**src/ujm_pkg.sv**
```systemverilog
// Shared types, constants and helpers for the UTF-8 to JNI mangled ASCII converter.
package ujm_pkg;

    // Default depth of the job queue between decoder and emitter
    localparam int QueueDepth = 4;

    // Unicode limits used by the strict decoder
    localparam logic [20:0] MaxScalar  = 21'h10FFFF;
    localparam logic [20:0] SurrFirst  = 21'h00D800;
    localparam logic [20:0] SurrLast   = 21'h00DFFF;
    localparam logic [20:0] SupplBase  = 21'h010000;
    localparam logic [20:0] Min2Byte   = 21'h000080;
    localparam logic [20:0] Min3Byte   = 21'h000800;

    // ASCII characters used in the mangled form
    localparam logic [6:0] ChUnder = 7'h5F;
    localparam logic [6:0] ChZero  = 7'h30;
    localparam logic [6:0] ChOne   = 7'h31;
    localparam logic [6:0] ChTwo   = 7'h32;
    localparam logic [6:0] ChThree = 7'h33;
    localparam logic [6:0] ChSlash = 7'h2F;
    localparam logic [6:0] ChSemi  = 7'h3B;
    localparam logic [6:0] ChBrack = 7'h5B;
    localparam logic [6:0] ChNul   = 7'h00;

    // What the emitter has to produce for one queued job
    typedef enum logic [2:0] {
        K_PASS,   // one character
        K_PAIR,   // '_' then one character
        K_ESC1,   // one _0xxxx escape
        K_ESC2,   // two _0xxxx escapes (surrogate pair)
        K_ERR     // one error item
    } t_kind;

    typedef enum logic [2:0] {
        E_OK         = 3'd0,
        E_BAD_LEAD   = 3'd1,
        E_TRUNC      = 3'd2,
        E_BAD_CONT   = 3'd3,
        E_NON_SCALAR = 3'd4
    } t_err;

    // One classified job from the decoder
    typedef struct packed {
        t_kind       kind;
        t_err        err;
        logic        last_in_name;
        logic [15:0] unit0;   // character or first UTF-16 unit
        logic [15:0] unit1;   // second UTF-16 unit
    } t_job;

    // Lower-case hex digit
    function automatic logic [6:0] hex_char(input logic [3:0] nib);
        hex_char = (nib < 4'd10) ? (7'h30 + {3'b000, nib}) : (7'h57 + {3'b000, nib});
    endfunction

endpackage

```
**src/ujm_front.sv**
```systemverilog
// Strict UTF-8 decoder: turns accepted bytes into classified output jobs.
module ujm_front (
    input  logic            i_clk,
    input  logic            i_rst_n,
    input  logic            i_accept,
    input  logic [7:0]      i_byte,
    input  logic            i_end,
    output logic            o_push,
    output ujm_pkg::t_job   o_job
);
    import ujm_pkg::*;

    // Map a complete scalar to its output job
    function automatic t_job classify(input logic [20:0] cp, input logic last);
        t_job        j;
        logic [19:0] s;
        j              = '0;
        j.err          = E_OK;
        j.last_in_name = last;
        s              = 20'(cp - SupplBase);
        if ((cp >= 21'h61 && cp <= 21'h7A) || (cp >= 21'h41 && cp <= 21'h5A) ||
            (cp >= 21'h30 && cp <= 21'h39)) begin
            j.kind  = K_PASS;
            j.unit0 = {9'd0, cp[6:0]};
        end else if (cp == {14'd0, ChSlash}) begin
            j.kind  = K_PASS;
            j.unit0 = {9'd0, ChUnder};
        end else if (cp == {14'd0, ChUnder}) begin
            j.kind  = K_PAIR;
            j.unit0 = {9'd0, ChOne};
        end else if (cp == {14'd0, ChSemi}) begin
            j.kind  = K_PAIR;
            j.unit0 = {9'd0, ChTwo};
        end else if (cp == {14'd0, ChBrack}) begin
            j.kind  = K_PAIR;
            j.unit0 = {9'd0, ChThree};
        end else if (cp[20:16] == 5'd0) begin
            j.kind  = K_ESC1;
            j.unit0 = cp[15:0];
        end else begin
            j.kind  = K_ESC2;
            j.unit0 = {6'b110110, s[19:10]};
            j.unit1 = {6'b110111, s[9:0]};
        end
        return j;
    endfunction

    logic [20:0] r_acc, n_acc;
    logic [1:0]  r_rem, n_rem;
    logic [1:0]  r_len, n_len;
    logic        r_drop, n_drop;

    logic        lead_ok;
    logic [1:0]  lead_len;
    logic [20:0] lead_acc;
    logic [20:0] cont_acc;
    logic [20:0] min_cp;
    logic        do_err;
    t_err        err_code;

    // Lead byte class
    always_comb begin
        lead_ok  = 1'b1;
        lead_len = 2'd0;
        lead_acc = '0;
        if (i_byte[7:5] == 3'b110) begin
            lead_len = 2'd1;
            lead_acc = {16'd0, i_byte[4:0]};
        end else if (i_byte[7:4] == 4'b1110) begin
            lead_len = 2'd2;
            lead_acc = {17'd0, i_byte[3:0]};
        end else if (i_byte[7:3] == 5'b11110) begin
            lead_len = 2'd3;
            lead_acc = {18'd0, i_byte[2:0]};
        end else begin
            lead_ok = 1'b0;
        end
    end

    assign cont_acc = {r_acc[14:0], i_byte[5:0]};

    // Smallest scalar that the current sequence length may encode
    always_comb begin
        case (r_len)
            2'd1:    min_cp = Min2Byte;
            2'd2:    min_cp = Min3Byte;
            default: min_cp = SupplBase;
        endcase
    end

    // Decoder next state and job
    always_comb begin
        n_acc    = r_acc;
        n_rem    = r_rem;
        n_len    = r_len;
        n_drop   = r_drop;
        o_push   = 1'b0;
        o_job    = '0;
        do_err   = 1'b0;
        err_code = E_OK;
        if (i_accept) begin
            if (r_drop) begin
                if (i_end) begin
                    n_drop = 1'b0;
                end
            end else if (r_rem == 2'd0) begin
                if (!i_byte[7]) begin
                    o_push = 1'b1;
                    o_job  = classify({13'd0, i_byte}, i_end);
                end else if (!lead_ok) begin
                    do_err   = 1'b1;
                    err_code = E_BAD_LEAD;
                end else if (i_end) begin
                    do_err   = 1'b1;
                    err_code = E_TRUNC;
                end else begin
                    n_len = lead_len;
                    n_rem = lead_len;
                    n_acc = lead_acc;
                end
            end else if (i_end && r_rem > 2'd1) begin
                do_err   = 1'b1;
                err_code = E_TRUNC;
            end else if (i_byte[7:6] != 2'b10) begin
                do_err   = 1'b1;
                err_code = E_BAD_CONT;
            end else if (r_rem != 2'd1) begin
                n_acc = cont_acc;
                n_rem = r_rem - 2'd1;
            end else if (cont_acc < min_cp || cont_acc > MaxScalar ||
                         (cont_acc >= SurrFirst && cont_acc <= SurrLast)) begin
                do_err   = 1'b1;
                err_code = E_NON_SCALAR;
            end else begin
                o_push = 1'b1;
                o_job  = classify(cont_acc, i_end);
                n_acc  = '0;
                n_rem  = 2'd0;
                n_len  = 2'd0;
            end

            // Error item clears the decoder and drops the rest of the name
            if (do_err) begin
                o_push             = 1'b1;
                o_job              = '0;
                o_job.kind         = K_ERR;
                o_job.err          = err_code;
                o_job.last_in_name = i_end;
                n_acc              = '0;
                n_rem              = 2'd0;
                n_len              = 2'd0;
                n_drop             = !i_end;
            end
        end
    end

    always_ff @(posedge i_clk) begin
        if (!i_rst_n) begin
            r_acc  <= '0;
            r_rem  <= 2'd0;
            r_len  <= 2'd0;
            r_drop <= 1'b0;
        end else begin
            r_acc  <= n_acc;
            r_rem  <= n_rem;
            r_len  <= n_len;
            r_drop <= n_drop;
        end
    end

endmodule

```
**src/ujm_queue.sv**
```systemverilog
// Small register FIFO of decoded jobs between the decoder and the emitter.
module ujm_queue #(
    parameter int DEPTH = ujm_pkg::QueueDepth
) (
    input  logic            i_clk,
    input  logic            i_rst_n,
    input  logic            i_push,
    input  ujm_pkg::t_job   i_job,
    output logic            o_full,
    input  logic            i_pop,
    output logic            o_valid,
    output ujm_pkg::t_job   o_job
);
    import ujm_pkg::*;

    localparam int PtrW = (DEPTH > 1) ? $clog2(DEPTH) : 1;
    localparam int CntW = $clog2(DEPTH + 1);

    t_job            r_mem [DEPTH];
    logic [PtrW-1:0] r_wr, n_wr;
    logic [PtrW-1:0] r_rd, n_rd;
    logic [CntW-1:0] r_cnt, n_cnt;

    assign o_full  = (r_cnt == CntW'(DEPTH));
    assign o_valid = (r_cnt != '0);
    assign o_job   = r_mem[r_rd];

    // Pointer and fill count update
    always_comb begin
        n_wr  = r_wr;
        n_rd  = r_rd;
        n_cnt = r_cnt;
        if (i_push) begin
            n_wr = (r_wr == PtrW'(DEPTH - 1)) ? '0 : r_wr + 1'b1;
        end
        if (i_pop) begin
            n_rd = (r_rd == PtrW'(DEPTH - 1)) ? '0 : r_rd + 1'b1;
        end
        if (i_push && !i_pop) begin
            n_cnt = r_cnt + 1'b1;
        end else if (i_pop && !i_push) begin
            n_cnt = r_cnt - 1'b1;
        end
    end

    always_ff @(posedge i_clk) begin
        if (!i_rst_n) begin
            r_wr  <= '0;
            r_rd  <= '0;
            r_cnt <= '0;
        end else begin
            r_wr  <= n_wr;
            r_rd  <= n_rd;
            r_cnt <= n_cnt;
        end
    end

    // Storage
    always_ff @(posedge i_clk) begin
        if (i_push) begin
            r_mem[r_wr] <= i_job;
        end
    end

endmodule

```
**src/ujm_back.sv**
```systemverilog
// Emitter: expands each job into mangled characters, one item per cycle while the output is taken.
module ujm_back (
    input  logic            i_clk,
    input  logic            i_rst_n,
    input  logic            i_job_valid,
    input  ujm_pkg::t_job   i_job,
    output logic            o_pop,
    input  logic            i_m_ready,
    output logic            o_m_valid,
    output logic [6:0]      o_char,
    output logic            o_run_last,
    output logic            o_name_end,
    output logic [2:0]      o_err
);
    import ujm_pkg::*;

    logic [3:0]  r_idx, n_idx;
    logic        r_valid;
    logic [6:0]  r_char;
    logic        r_run_last;
    logic        r_name_end;
    logic [2:0]  r_err;

    logic [3:0]  last_idx;
    logic        is_last;
    logic        second;
    logic [2:0]  pos;
    logic [15:0] unit;
    logic [3:0]  nib;
    logic [6:0]  ch;
    logic        load;

    // Index of the final character of this job
    always_comb begin
        case (i_job.kind)
            K_PAIR:  last_idx = 4'd1;
            K_ESC1:  last_idx = 4'd5;
            K_ESC2:  last_idx = 4'd11;
            default: last_idx = 4'd0;
        endcase
    end

    assign is_last = (r_idx == last_idx);
    assign second  = (r_idx >= 4'd6);
    assign pos     = second ? 3'(r_idx - 4'd6) : r_idx[2:0];
    assign unit    = second ? i_job.unit1 : i_job.unit0;

    // Hex nibble for positions two to five of an escape
    always_comb begin
        case (pos)
            3'd2:    nib = unit[15:12];
            3'd3:    nib = unit[11:8];
            3'd4:    nib = unit[7:4];
            default: nib = unit[3:0];
        endcase
    end

    // Character at the current index
    always_comb begin
        case (i_job.kind)
            K_PASS:  ch = i_job.unit0[6:0];
            K_PAIR:  ch = (r_idx == 4'd0) ? ChUnder : i_job.unit0[6:0];
            K_ESC1, K_ESC2: begin
                if (pos == 3'd0) begin
                    ch = ChUnder;
                end else if (pos == 3'd1) begin
                    ch = ChZero;
                end else begin
                    ch = hex_char(nib);
                end
            end
            default: ch = ChNul;
        endcase
    end

    // Load the output register from a queued job whenever it is empty or being taken
    assign load  = i_job_valid && (!r_valid || i_m_ready);
    assign o_pop = load && is_last;

    always_comb begin
        n_idx = r_idx;
        if (load) begin
            n_idx = is_last ? 4'd0 : r_idx + 4'd1;
        end
    end

    always_ff @(posedge i_clk) begin
        if (!i_rst_n) begin
            r_idx   <= 4'd0;
            r_valid <= 1'b0;
        end else begin
            r_idx <= n_idx;
            if (load) begin
                r_valid <= 1'b1;
            end else if (i_m_ready) begin
                r_valid <= 1'b0;
            end
        end
    end

    // Output payload
    always_ff @(posedge i_clk) begin
        if (load) begin
            r_char     <= ch;
            r_run_last <= is_last;
            r_name_end <= is_last && i_job.last_in_name;
            r_err      <= i_job.err;
        end
    end

    assign o_m_valid  = r_valid;
    assign o_char     = r_char;
    assign o_run_last = r_run_last;
    assign o_name_end = r_name_end;
    assign o_err      = r_err;

endmodule

```
**src/utf8_to_jni_mangled_ascii.sv**
```systemverilog
// The first character of a byte's result is registered in the job queue and then in the output register.
// Throughput: one input byte per cycle while the job queue has room; one output item per cycle while m_tready is high.
// A scalar's result is a plain character, a '_' pair, one _0xxxx escape or two escapes (surrogate pair);
// the output register is the limit, so escaped scalars back up the job queue until it is full.
// Reset (synchronous, active low) clears the decoder, empties the queue and drops m_tvalid.
module utf8_to_jni_mangled_ascii #(
    parameter int QUEUE_DEPTH = ujm_pkg::QueueDepth
) (
    input  logic       i_clk,
    input  logic       i_rst_n,
    input  logic       s_tvalid,
    output logic       s_tready,
    input  logic [7:0] s_tdata,   // [7:0] in_byte
    input  logic       s_tlast,   // end_of_name
    output logic       m_tvalid,
    input  logic       m_tready,
    output logic [7:0] m_tdata,   // [6:0] out_char, [7] run_last
    output logic       m_tlast,   // name_end
    output logic [2:0] m_tuser    // [2:0] error_code
);
    import ujm_pkg::*;

    logic accept;
    logic push;
    logic full;
    logic pop;
    logic job_valid;
    t_job in_job;
    t_job out_job;

    assign s_tready = !full;
    assign accept   = s_tvalid && s_tready;

    // Decoder front
    ujm_front u_front (
        .i_clk    (i_clk),
        .i_rst_n  (i_rst_n),
        .i_accept (accept),
        .i_byte   (s_tdata),
        .i_end    (s_tlast),
        .o_push   (push),
        .o_job    (in_job)
    );

    // Job queue
    ujm_queue #(
        .DEPTH (QUEUE_DEPTH)
    ) u_queue (
        .i_clk   (i_clk),
        .i_rst_n (i_rst_n),
        .i_push  (push),
        .i_job   (in_job),
        .o_full  (full),
        .i_pop   (pop),
        .o_valid (job_valid),
        .o_job   (out_job)
    );

    // Character emitter
    ujm_back u_back (
        .i_clk       (i_clk),
        .i_rst_n     (i_rst_n),
        .i_job_valid (job_valid),
        .i_job       (out_job),
        .o_pop       (pop),
        .i_m_ready   (m_tready),
        .o_m_valid   (m_tvalid),
        .o_char      (m_tdata[6:0]),
        .o_run_last  (m_tdata[7]),
        .o_name_end  (m_tlast),
        .o_err       (m_tuser)
    );

endmodule

```
**config.mk**
```make
export PLATFORM = sky130hd
export DESIGN_NAME = utf8_to_jni_mangled_ascii
export DESIGN_NICKNAME = d
export VERILOG_FILES = /design/src/ujm_pkg.sv /design/src/ujm_front.sv /design/src/ujm_queue.sv /design/src/ujm_back.sv /design/src/utf8_to_jni_mangled_ascii.sv
export SDC_FILE = /design/constraint.sdc
export NUM_CORES = 1
export LEC_CHECK = 0
export ABC_CLOCK_PERIOD_IN_PS = 3420
export BUFFER_PORTS_ARGS = -buffer_cell sky130_fd_sc_hd__buf_2
export CAP_MARGIN = 10
export CORE_MARGIN = 5
export CORE_UTILIZATION = 55
export CTS_CLUSTER_DIAMETER = 40
export CTS_CLUSTER_SIZE = 28
export DETAILED_ROUTE_END_ITERATION = 16
export GPL_TIMING_DRIVEN = 1
export MAX_ROUTING_LAYER = met4
export PLACE_DENSITY = 0.81
export SYNTH_ARGS = -nofsm -noshare
export SYNTH_HDL_FRONTEND = slang
export SYNTH_SLANG_ARGS = --single-unit
```
**constraint.sdc**
```tcl
create_clock -name i_clk -period 3.42 [get_ports i_clk]
set_input_delay 0.684 -clock i_clk [delete_from_list [all_inputs] [get_ports i_clk]]
set_output_delay 0.684 -clock i_clk [all_outputs]
set_load 0.05 [all_outputs]
```
==> metrics.txt, run 1 <==
diodes inserted 0; Die Span X 136 um; EDFF count, synth 148; Area Overhead vs Synth 15.1%; CTS tree yes; fin crit period roughly 3.3 ns; Fillers 1192; vias per cell 6.31; initial antenna violation count 0; Die Footprint 0.0186 mm^2; sequential element share of the synthesized area roughly three fifths; first-pass detailed-route iteration total 6; Iter 0 DRT Violations between 600 and 700; layout cells sized above 1 26.2%; Layout Nets 764; Clock Latency Late Sink about 0.43 ns; Final ANT Viol Nets 0; #FFs+latches synth 182; DRC viols 0; pwr/cell area a little under 700 mW/mm^2; GRT Util Overall 24.9%; Final setup viols 0; CP Launch Point u_front.r_acc[2]; Slew HR 50.9%; Initial Utilization between 50% and 60%; synthesized area about 0.009 mm^2; number of synthesis warnings 0; status complete, no violations; vias in the first global route 6038; CORE AREA 0.0158 mm^2; pin count of the biggest net entering global routing 35; Buffers on Ports 26; Async S/R FF share, synth 0%; final hold vios 0; CP Capture Type register; clk_skew 0.0124 ns; Sink Count roughly 180; Post-Route WL 21.1 mm; DR vias about 6100; Slew Viols, Final 0; Die H 136 um; CP arrival ~3.5 ns; min-delay worst type register to register; HPWL Detailed about 14 mm; routed len/inst approximately 22 um; Max Fclk 0.306 GHz; placer congestion estimate 0.951; worst slew pin tran approximately 0.73 ns; hold_buf cts 0; clk slew on worst S/H paths ~0.070 ns; H-tree depth 4; Max IR drop VDD between 0.4 and 0.5 mV; crit path launch type register; reg2reg start u_front.r_acc[2]; leakage 3.49 nW; CP Max Fanout 6; Final period util 95.6%; Fin Hold WS 0.471 ns; post-synth cell types 72; Net Count, Synth 699; total CTS buffers 17; crit path kind register to register; Crit path required time around 3.7 ns; row cnt 46; Final Core Density between 60 and 70%; MaxCap Viol Count 0; worst hold start u_back.o_m_valid; Root Driver clkbuf_16; first-pass GRT wire length 33.7 mm; clock buffer depth 2; syn avg cell area roughly 13 um^2; gr ovfl total 0; Top FF cell, synth edfxtp_1; io pins 27; post-synthesis cell count 669
==> power by group <==
group | internal (mW) | switching, mW | total, mW
Sequential | 2.68 | 0.115 | 2.79
Combinational | 0.891 | 1.35 | 2.24
Clock | 1.04 | 0.893 | 1.93
==> final timing paths <==
| check | to | slack, ns | depth (start not counted) |
|---|---|---|---|
| min reg2reg | u_back.o_m_valid | 0.47 | 2 |
| max | u_queue.r_mem[1][30] | 0.15 | 10 |
| max reg2reg | u_queue.r_mem[1][30] | 0.15 | 10 |
| min | u_back.o_m_valid | 0.47 | 2 |
==> cell usage after synthesis (all sizes together), types with 7 or more instances <==
cell / count / share of area, %
edfxtp: 148 / 51
nor2: 54 / 2.3
a21oi: 43 / 2.6
nand2: 43 / 1.8
mux4: 35 / 9.2
dfxtp: 34 / 7.8
clkbuf: 27 / 1.2
o21ai: 26 / 1.5
inv: 22 / 0.94
nor3: 20 / 1.2
ha: 16 / 2.3
nor3b: 15 / 1.8
buf: 13 / 1.3
a22oi: 12 / 1.0
and2: 10 / 0.71
mux2: 10 / 1.3
nand3: 10 / 0.63
nand4: 7 / 0.50
nor4: 7 / 0.57
o21a: 7 / 0.60
or2: 7 / 0.50
==> sequential cells by signal (all words and copies together) (netlist names), named ones only <==
signal             cells
u_front.r_len          2
u_front.r_acc         15
u_queue.r_cnt          3
u_front.r_rem          2
u_queue.r_rd           2
u_back.o_run_last      1
u_queue.r_mem        136
u_back.o_char          7
u_queue.r_wr           2
u_back.o_m_valid       1
u_back.o_err           3
u_front.r_drop         1
u_back.r_idx           4
u_back.o_name_end      1
==> logic make-up (layout without fill, tap and decap cells) <==
| family | count (synthesis) | count (layout) | synth area share [%] |
|---|---|---|---|
| AND/OR/NAND/NOR | 211 | 211 | 13.3 |
| flip-flops | 182 | 182 | 58.4 |
| adder cells (fa/ha/maj) | 17 | 17 | 2.51 |
| XOR/XNOR | 5 | 5 | 0.499 |
| multiplexers | 51 | 51 | 11.1 |
| buffers and inverters | 64 | 142 | 3.44 |
| AO/OA/AOI/OAI | 139 | 139 | 10.7 |
==> placed cells by master, fill, tap and decap left out, types with 4 or more instances in the layout <==
master / netlist / layout
a21oi_1: 41 / 41
a222oi_1: 4 / 4
a22oi_1: 12 / 12
a31oi_1: 4 / 4
a32o_1: 4 / 4
and2_1: 10 / 10
and3_1: 4 / 4
buf_12: 1 / 4
buf_2: 3 / 26
buf_4: 1 / 54
clkbuf_16: 0 / 17
dfxtp_1: 34 / 32
edfxtp_1: 148 / 148
ha_1: 16 / 16
inv_1: 22 / 22
inv_6: 0 / 6
mux2_2: 10 / 10
mux2i_1: 6 / 6
mux4_2: 31 / 32
nand2_1: 43 / 43
nand2b_1: 6 / 6
nand3_1: 9 / 9
nand4_1: 7 / 7
nor2_1: 54 / 54
nor3_1: 19 / 18
nor3b_2: 7 / 12
nor4_1: 6 / 5
nor4b_1: 5 / 5
o21a_1: 7 / 7
o21ai_0: 24 / 24
or2_2: 7 / 7
or3_1: 6 / 6
xor2_1: 5 / 5
==> worst max-delay path: stages (launching register included) <==
cell and delay (ns):
dfxtp_1 0.51, nand3_1 0.17, nor4_2 0.34, buf_4 0.18
mux2_2 0.34, a32oi_1 0.34, o2111ai_1 0.25, buf_4 0.20
a2111oi_2 0.40, buf_4 0.21, o21a_1 0.19
==> stage by stage <==
step	area (um^2)	setup slack (ns)	setup TNS, ns	power (mW)	cells
detailed placement	9450	-0.271	-11.29	5.03	929
global placement	9450	-0.103	-3.51	4.97	929
finish	10100	0.151	0	6.96	963
global route	10100	-0.00763	-0.00763	7.30	963
floorplan	8770	0.0877	0	4.41	669
CTS	10000	0.000639	0	6.96	961
==> metal layers <==
metal | share of wire (%) | global-route usage, % | vias to the layer above
met5 | 0 | - | -
met4 | 2.4 | 7.61 | 0
met1 | 40 | 32.5 | 2994
met2 | 49 | 39.6 | 316
li1 | - | - | 2730
met3 | 7.9 | 5.18 | 35
==> final cells by class <==
class | count | area [um^2] | area share [%]
clock buffer | 17 | 425 | 4.21
clock inverter | 15 | 160 | 1.59
inverter | 24 | 90.1 | 0.892
multi-input combinational | 423 | 3390 | 33.5
sequential | 182 | 5130 | 50.8
tap | 216 | 270 | 2.68
timing repair buffer | 86 | 638 | 6.32
==> timing repair <==
item                                    4_1_cts  5_1_grt
resized for setup                             1       13
endpoints found under the setup margin        4       83
setup buffers                                 0        2
pin swaps                                     0        2
(Power assumes the default switching activity.)
==> inputs of run 2 (changes only) <==
PLACE_DENSITY = default   (was 0.81)
PLACE_DENSITY_LB_ADDON = 0.12   (was default)
==> run 2 against run 1 <==
Effect of this change: sequential share of layout area increased by 0.37 points; sequential cell count did not move; global-route usage fell by 0.71 points; worst setup slack improved by 0.057 ns; non-clock buffer count is 4 lower; clock skew is 0.00074 ns lower; clock-buffer cell count unchanged; critical path depth unchanged; design area down 0.74%; hold slack lost 0.00089 ns; register-to-register slack gained 0.06 ns; core utilization down 0.48 points.
==> metrics.txt, run 2 (synthesized netlist as in run 1, its figures left out) <==
status complete, no violations; Fin Hold WS 0.471 ns (-0.000890 ns); CP Max Fanout 9 (+3); Root Driver clkbuf_16; worst path bufs/invs 2 (-1); Post-Route WL 20.6 mm (-2.3%); vias per cell 6.23 (-1.2%); CORE AREA 0.0158 mm^2 (unchanged); min-delay worst type register to register; layout cells sized above 1 24.4% (-1.8 points); Initial Utilization 55.6% (unchanged); most common cell after layout, fill and taps aside edfxtp_1; RSZ-0062 raised after global routing yes; clk slew on worst S/H paths 0.06 ns (about the same); Register-to-Register Path Depth 10 (unchanged); fin crit period 3.21 ns (-0.0574 ns); first-pass detailed-route iteration total 7 (+1); Max IR drop VDD 0.425 mV (-2.2%); DRC viols 0 (unchanged); DR vias 5970 (-1.7%); Final period util 93.9% (-1.7 points); slowest cell delay on critical path 0.52 ns (about the same); Layout Nets 760 (-0.52%); pwr/cell area 690 mW/mm^2 (+0.19%); Max Fclk 0.311 GHz (+1.8%); row cnt 46 (unchanged); Clock Latency Late Sink 0.43 ns (about the same); Slew Viols, Final 0 (unchanged); Sink Count 182 (unchanged); worst hold start u_back.o_m_valid; total CTS buffers 17 (unchanged); Area after DPL 0.00942 mm^2 (-0.26%); Crit path required time 3.59 ns (-0.10 ns); vias in the first global route 6013 (-0.41%); critical path cell sequence buf_4 > mux4_2 > and4_1 > a211o_1 > a222oi_1 > ha_1 > inv_1 > o21bai_1 > nor4bb_1 > nor3_1; slowest stage cell, crit path mux4_2; Buffers on Ports 26 (unchanged); Reg-to-Reg End u_back.o_char[2]; H-tree depth 4 (unchanged); diodes inserted 0 (unchanged); MaxCap Viol Count 0 (unchanged); leakage 3.46 nW (-0.95%); CP Capture Type register; WHS Endpoint u_back.o_m_valid; gr ovfl total 0 (unchanged); most frequent cells in the layout 148 x edfxtp_1, 54 x nor2_1, 50 x buf_4, 43 x nand2_1, 41 x a21oi_1; max reg flops 136 (unchanged); Final setup viols 0 (unchanged); first-pass GRT wire length 32.5 mm (-3.5%); CTS tree yes; Hold Crit Depth 2 (unchanged); R2R setup slack 0.21 ns (+0.06 ns); GRT Util Overall 24.2% (-0.71 points); Top reg by flops u_queue.r_mem; HPWL Detailed 14.6 mm (+1.1%); Die H 136 um (unchanged); Die Span X 136 um (unchanged); worst slew pin tran 0.781 ns (+0.0489 ns); CP arrival 3.38 ns (-0.16 ns); placer congestion estimate 0.929 (-2.3%); Area Overhead vs Synth 14.3%; final hold vios 0 (unchanged); pin count of the biggest net entering global routing 35 (unchanged); crit path launch type register; crit path kind register to register; clk_skew 0.0117 ns (-0.000739 ns); Final Core Density 63.6% (-0.48 points); Final ANT Viol Nets 0 (unchanged); initial antenna violation count 0 (unchanged); Slew HR 47.6% (-3.3 points); routed len/inst 21.5 um (-1.8%); finished layout cell area 0.0100 mm^2 (-0.74%); crit-path leading delay family compound AO/OA/AOI/OAI gates; clock buffer depth 2 (unchanged); io pins 27 (unchanged); Iter 0 DRT Violations 574 (-9.9%); Die Footprint 0.0186 mm^2 (unchanged)
run 2: timing repair:
action	CTS	global route
setup endpoints to repair	0	23
buffers inserted	0	3
resized for setup	0	4
hold buffers	0	0
run 2: per-layer routing:
layer	part of all wire, %	up-vias	GRT usage [%]
li1	-	2725	-
met1	41	2978	30.1
met2	51	235	39.7
met3	6.0	32	4.37
met4	2.2	0	9.29
met5	0	-	-
run 2: worst max-delay path by stage:
stage,to,slack [ns],depth (start not counted)
final,u_back.o_char[2],0.21,10
after global routing,u_queue.r_mem[3][4],-0.06,8
after CTS,u_back.o_char[2],0.10,10
after detailed placement,u_queue.r_mem[2][9],0.004,10
after global placement,u_queue.r_mem[2][9],0.06,10
after floorplan,u_queue.r_mem[3][0],0.09,8
run 2: area by class of cell:
type | instances | area (um^2)
inverters | 24 | 90.1
flip-flops and latches | 182 | 5130
well taps | 216 | 270
fillers | 1224 | 5740
clock buffers | 17 | 425
multi-input cells | 423 | 3340
clock inverters | 14 | 151
repair buffers | 82 | 617
run 2: worst reg2reg max path, stage by stage, from the launching register on:
cell      delay [ns]
dfxtp_4         0.46
buf_4           0.19
mux4_2          0.53
and4_1          0.22
a211o_1         0.30
a222oi_1        0.48
ha_1            0.25
inv_1           0.06
o21bai_1        0.13
nor4bb_1        0.27
nor3_1          0.08
run 2: report_power, final:
group          internal, mW  switching (mW)
logic                 0.883            1.34
registers              2.68           0.103
clock network          1.08           0.839
run 2: through the flow:
stage / power (mW) / setup TNS (ns) / worst slack, ns / std cells
after floorplan: 4.41 / 0 / 0.0877 / 669
after global placement: 5.01 / 0 / 0.0628 / 924
after detailed placement: 5.05 / 0 / 0.00389 / 924
after CTS: 6.96 / 0 / 0.101 / 955
after global routing: 7.26 / -0.408 / -0.0566 / 958
final: 6.92 / 0 / 0.208 / 958
==> inputs of run 3 (changes only) <==
GPL_TIMING_DRIVEN = 0   (was 1)
==> run 3 against run 2 <==
Effect of this change: sequential share of layout area shrank 0.40 points; clock skew fell by 0.0042 ns; clock-buffer cell count increased by 1; wire length is 1.5% higher; first-iteration DRC count decreased by 4.2%; global-route usage up 0.27 points; core utilization rose by 0.49 points; register-to-register slack got worse by 0.099 ns; combinational power grew 8%; non-clock buffer count down 1; design area rose by 0.77%.
==> metrics.txt, run 3 (synthesized netlist as in run 1, its figures left out) <==
crit path launch type register; slowest cell delay on critical path 0.50 ns (-0.02 ns); CORE AREA 0.0158 mm^2 (unchanged); Final period util 96.8% (+2.9 points); GRT Util Overall 24.4% (+0.27 points); Fin Setup TNS 0 ns (unchanged); worst path bufs/invs 3 (+1); leakage 3.43 nW (-0.98%); HPWL Detailed 14.7 mm (+0.88%); row cnt 46 (unchanged); Max Fclk 0.302 GHz (-3.0%); placer congestion estimate 0.892 (-4.0%); max reg flops 136 (unchanged); Initial Utilization 55.6% (unchanged); Max IR drop VDD 0.421 mV (-0.99%); worst slew pin tran 0.857 ns (+0.0763 ns); Top reg by flops u_queue.r_mem; min-delay worst type register to register; vias in the first global route 5815 (-3.3%); Layout Nets 759 (-0.13%); Iter 0 DRT Violations 550 (-4.2%); Root Driver clkbuf_16; CTS tree yes; most frequent cells in the layout 148 x edfxtp_1, 54 x nor2_1, 42 x nand2_1, 39 x a21oi_1; Area Overhead vs Synth 15.2%; fin crit period 3.31 ns (+0.0991 ns); Clock Latency Late Sink 0.44 ns (about the same); gr ovfl total 0 (unchanged); clock buffer depth 2 (unchanged); placed cells 913 (-1.2%); hold_buf cts 0 (unchanged); clk slew on worst S/H paths 0.07 ns (about the same); final cell count without fillers 958 (unchanged); first-pass detailed-route iteration total 5 (-2); status complete, no violations; diodes inserted 0 (unchanged); CP arrival 3.49 ns (+0.11 ns); pin count of the biggest net entering global routing 31 (-11%); Die H 136 um (unchanged); CP Max Fanout 10 (+1); layout cells sized above 1 23.3% (-1.1 points); Crit path required time 3.60 ns (about the same); pwr/cell area 725 mW/mm^2 (+5.0%); Sink Count 182 (unchanged); clk_skew 0.00744 ns (-0.00422 ns); DRC viols 0 (unchanged); crit-path leading delay family multiplexers; H-tree depth 4 (unchanged); critical path cell sequence buf_4 > buf_4 > mux4_2 > mux4_2 > a222oi_1 > ha_1 > inv_1 > o21bai_1 > nor4bb_1 > nor3_1; Die Footprint 0.0186 mm^2 (unchanged); routed len/inst 21.9 um (+1.5%); CP Capture Type register; Buffers on Ports 24 (-7.7%); Slew HR 42.8% (-4.8 points); io pins 27 (unchanged); most common cell after layout, fill and taps aside edfxtp_1; MaxCap Viol Count 0 (unchanged); initial antenna violation count 0 (unchanged); total CTS buffers 17 (unchanged); final hold vios 0 (unchanged); Die Span X 136 um (unchanged); RSZ-0062 raised after global routing yes; vias per cell 6.18 (-0.90%); Post-Route WL 20.9 mm (+1.5%); crit path kind register to register; slowest stage cell, crit path mux4_2; Final setup viols 0 (unchanged); DR vias 5916 (-0.90%); first-pass GRT wire length 32.6 mm (+0.38%); Final ANT Viol Nets 0 (unchanged); Slew Viols, Final 0 (unchanged)
==> run 3: metal layers <==
| layer | global-route usage [%] | wire length [um] |
|---|---|---|
| met5 | - | 0 |
| met4 | 7.89 | 435 |
| met3 | 4.40 | 1040 |
| met2 | 40.3 | 10400 |
| met1 | 30.9 | 9020 |
==> run 3: timing repair <==
action | 4_1_cts | 5_1_grt
endpoints found under the setup margin | 13 | 87
buffers inserted | 3 | 11
gates resized for setup | 20 | 16
pin swaps | 4 | 5
hold endpoints to repair | 0 | 0
==> run 3: worst paths after layout <==
path	to	cells after the start	startpoint	slack [ns]
min reg2reg	u_back.o_m_valid	2	u_back.o_m_valid	0.48
max	u_back.o_char[2]	10	register	0.11
min	u_back.o_m_valid	2	u_back.o_m_valid	0.48
max reg2reg	u_back.o_char[2]	10	register	0.11
==> run 3: area by class of cell <==
class                           count  area, um^2
Tap cell                          216         270
Clock buffer                       18         429
Inverter                           24        95.1
Sequential cell                   182        5130
Clock inverter                     14         218
Buffer                             39         239
Fill cell                        1230        5670
Multi-Input combinational cell    423        3420
Timing Repair Buffer               42         305
==> run 3: worst reg2reg max path, delay by kind of cell (launching register included) <==
family          cells  cell delay, ns
mux                 2            0.89
buf+inv             3            0.58
compound gates      2            0.50
flops               1            0.46
simple gates        2            0.38
fa+ha+maj           1            0.24
==> run 3: power by group <==
group / total, mW / switching, mW / internal (mW) / leakage [nW]
Combinational: 2.39 / 1.41 / 0.976 / 1.45
Sequential: 2.77 / 0.0948 / 2.68 / 1.66
Clock: 2.16 / 0.855 / 1.31 / 0.317
==> run 3: per-stage QoR <==
step	power [mW]	instance area, um^2	hold slack (ns)	setup WS (ns)	utilization [%]
detailed placement	4.99	9250	0.467	-0.867	58.6
finish	7.33	10100	0.476	0.109	64.1
global route	7.64	10100	0.511	-0.0171	64.1
CTS	7.21	9960	0.479	0.00690	63.2
global placement	4.93	9160	0.454	-1.30	58.1
floorplan	4.41	8770	0.453	0.0877	-
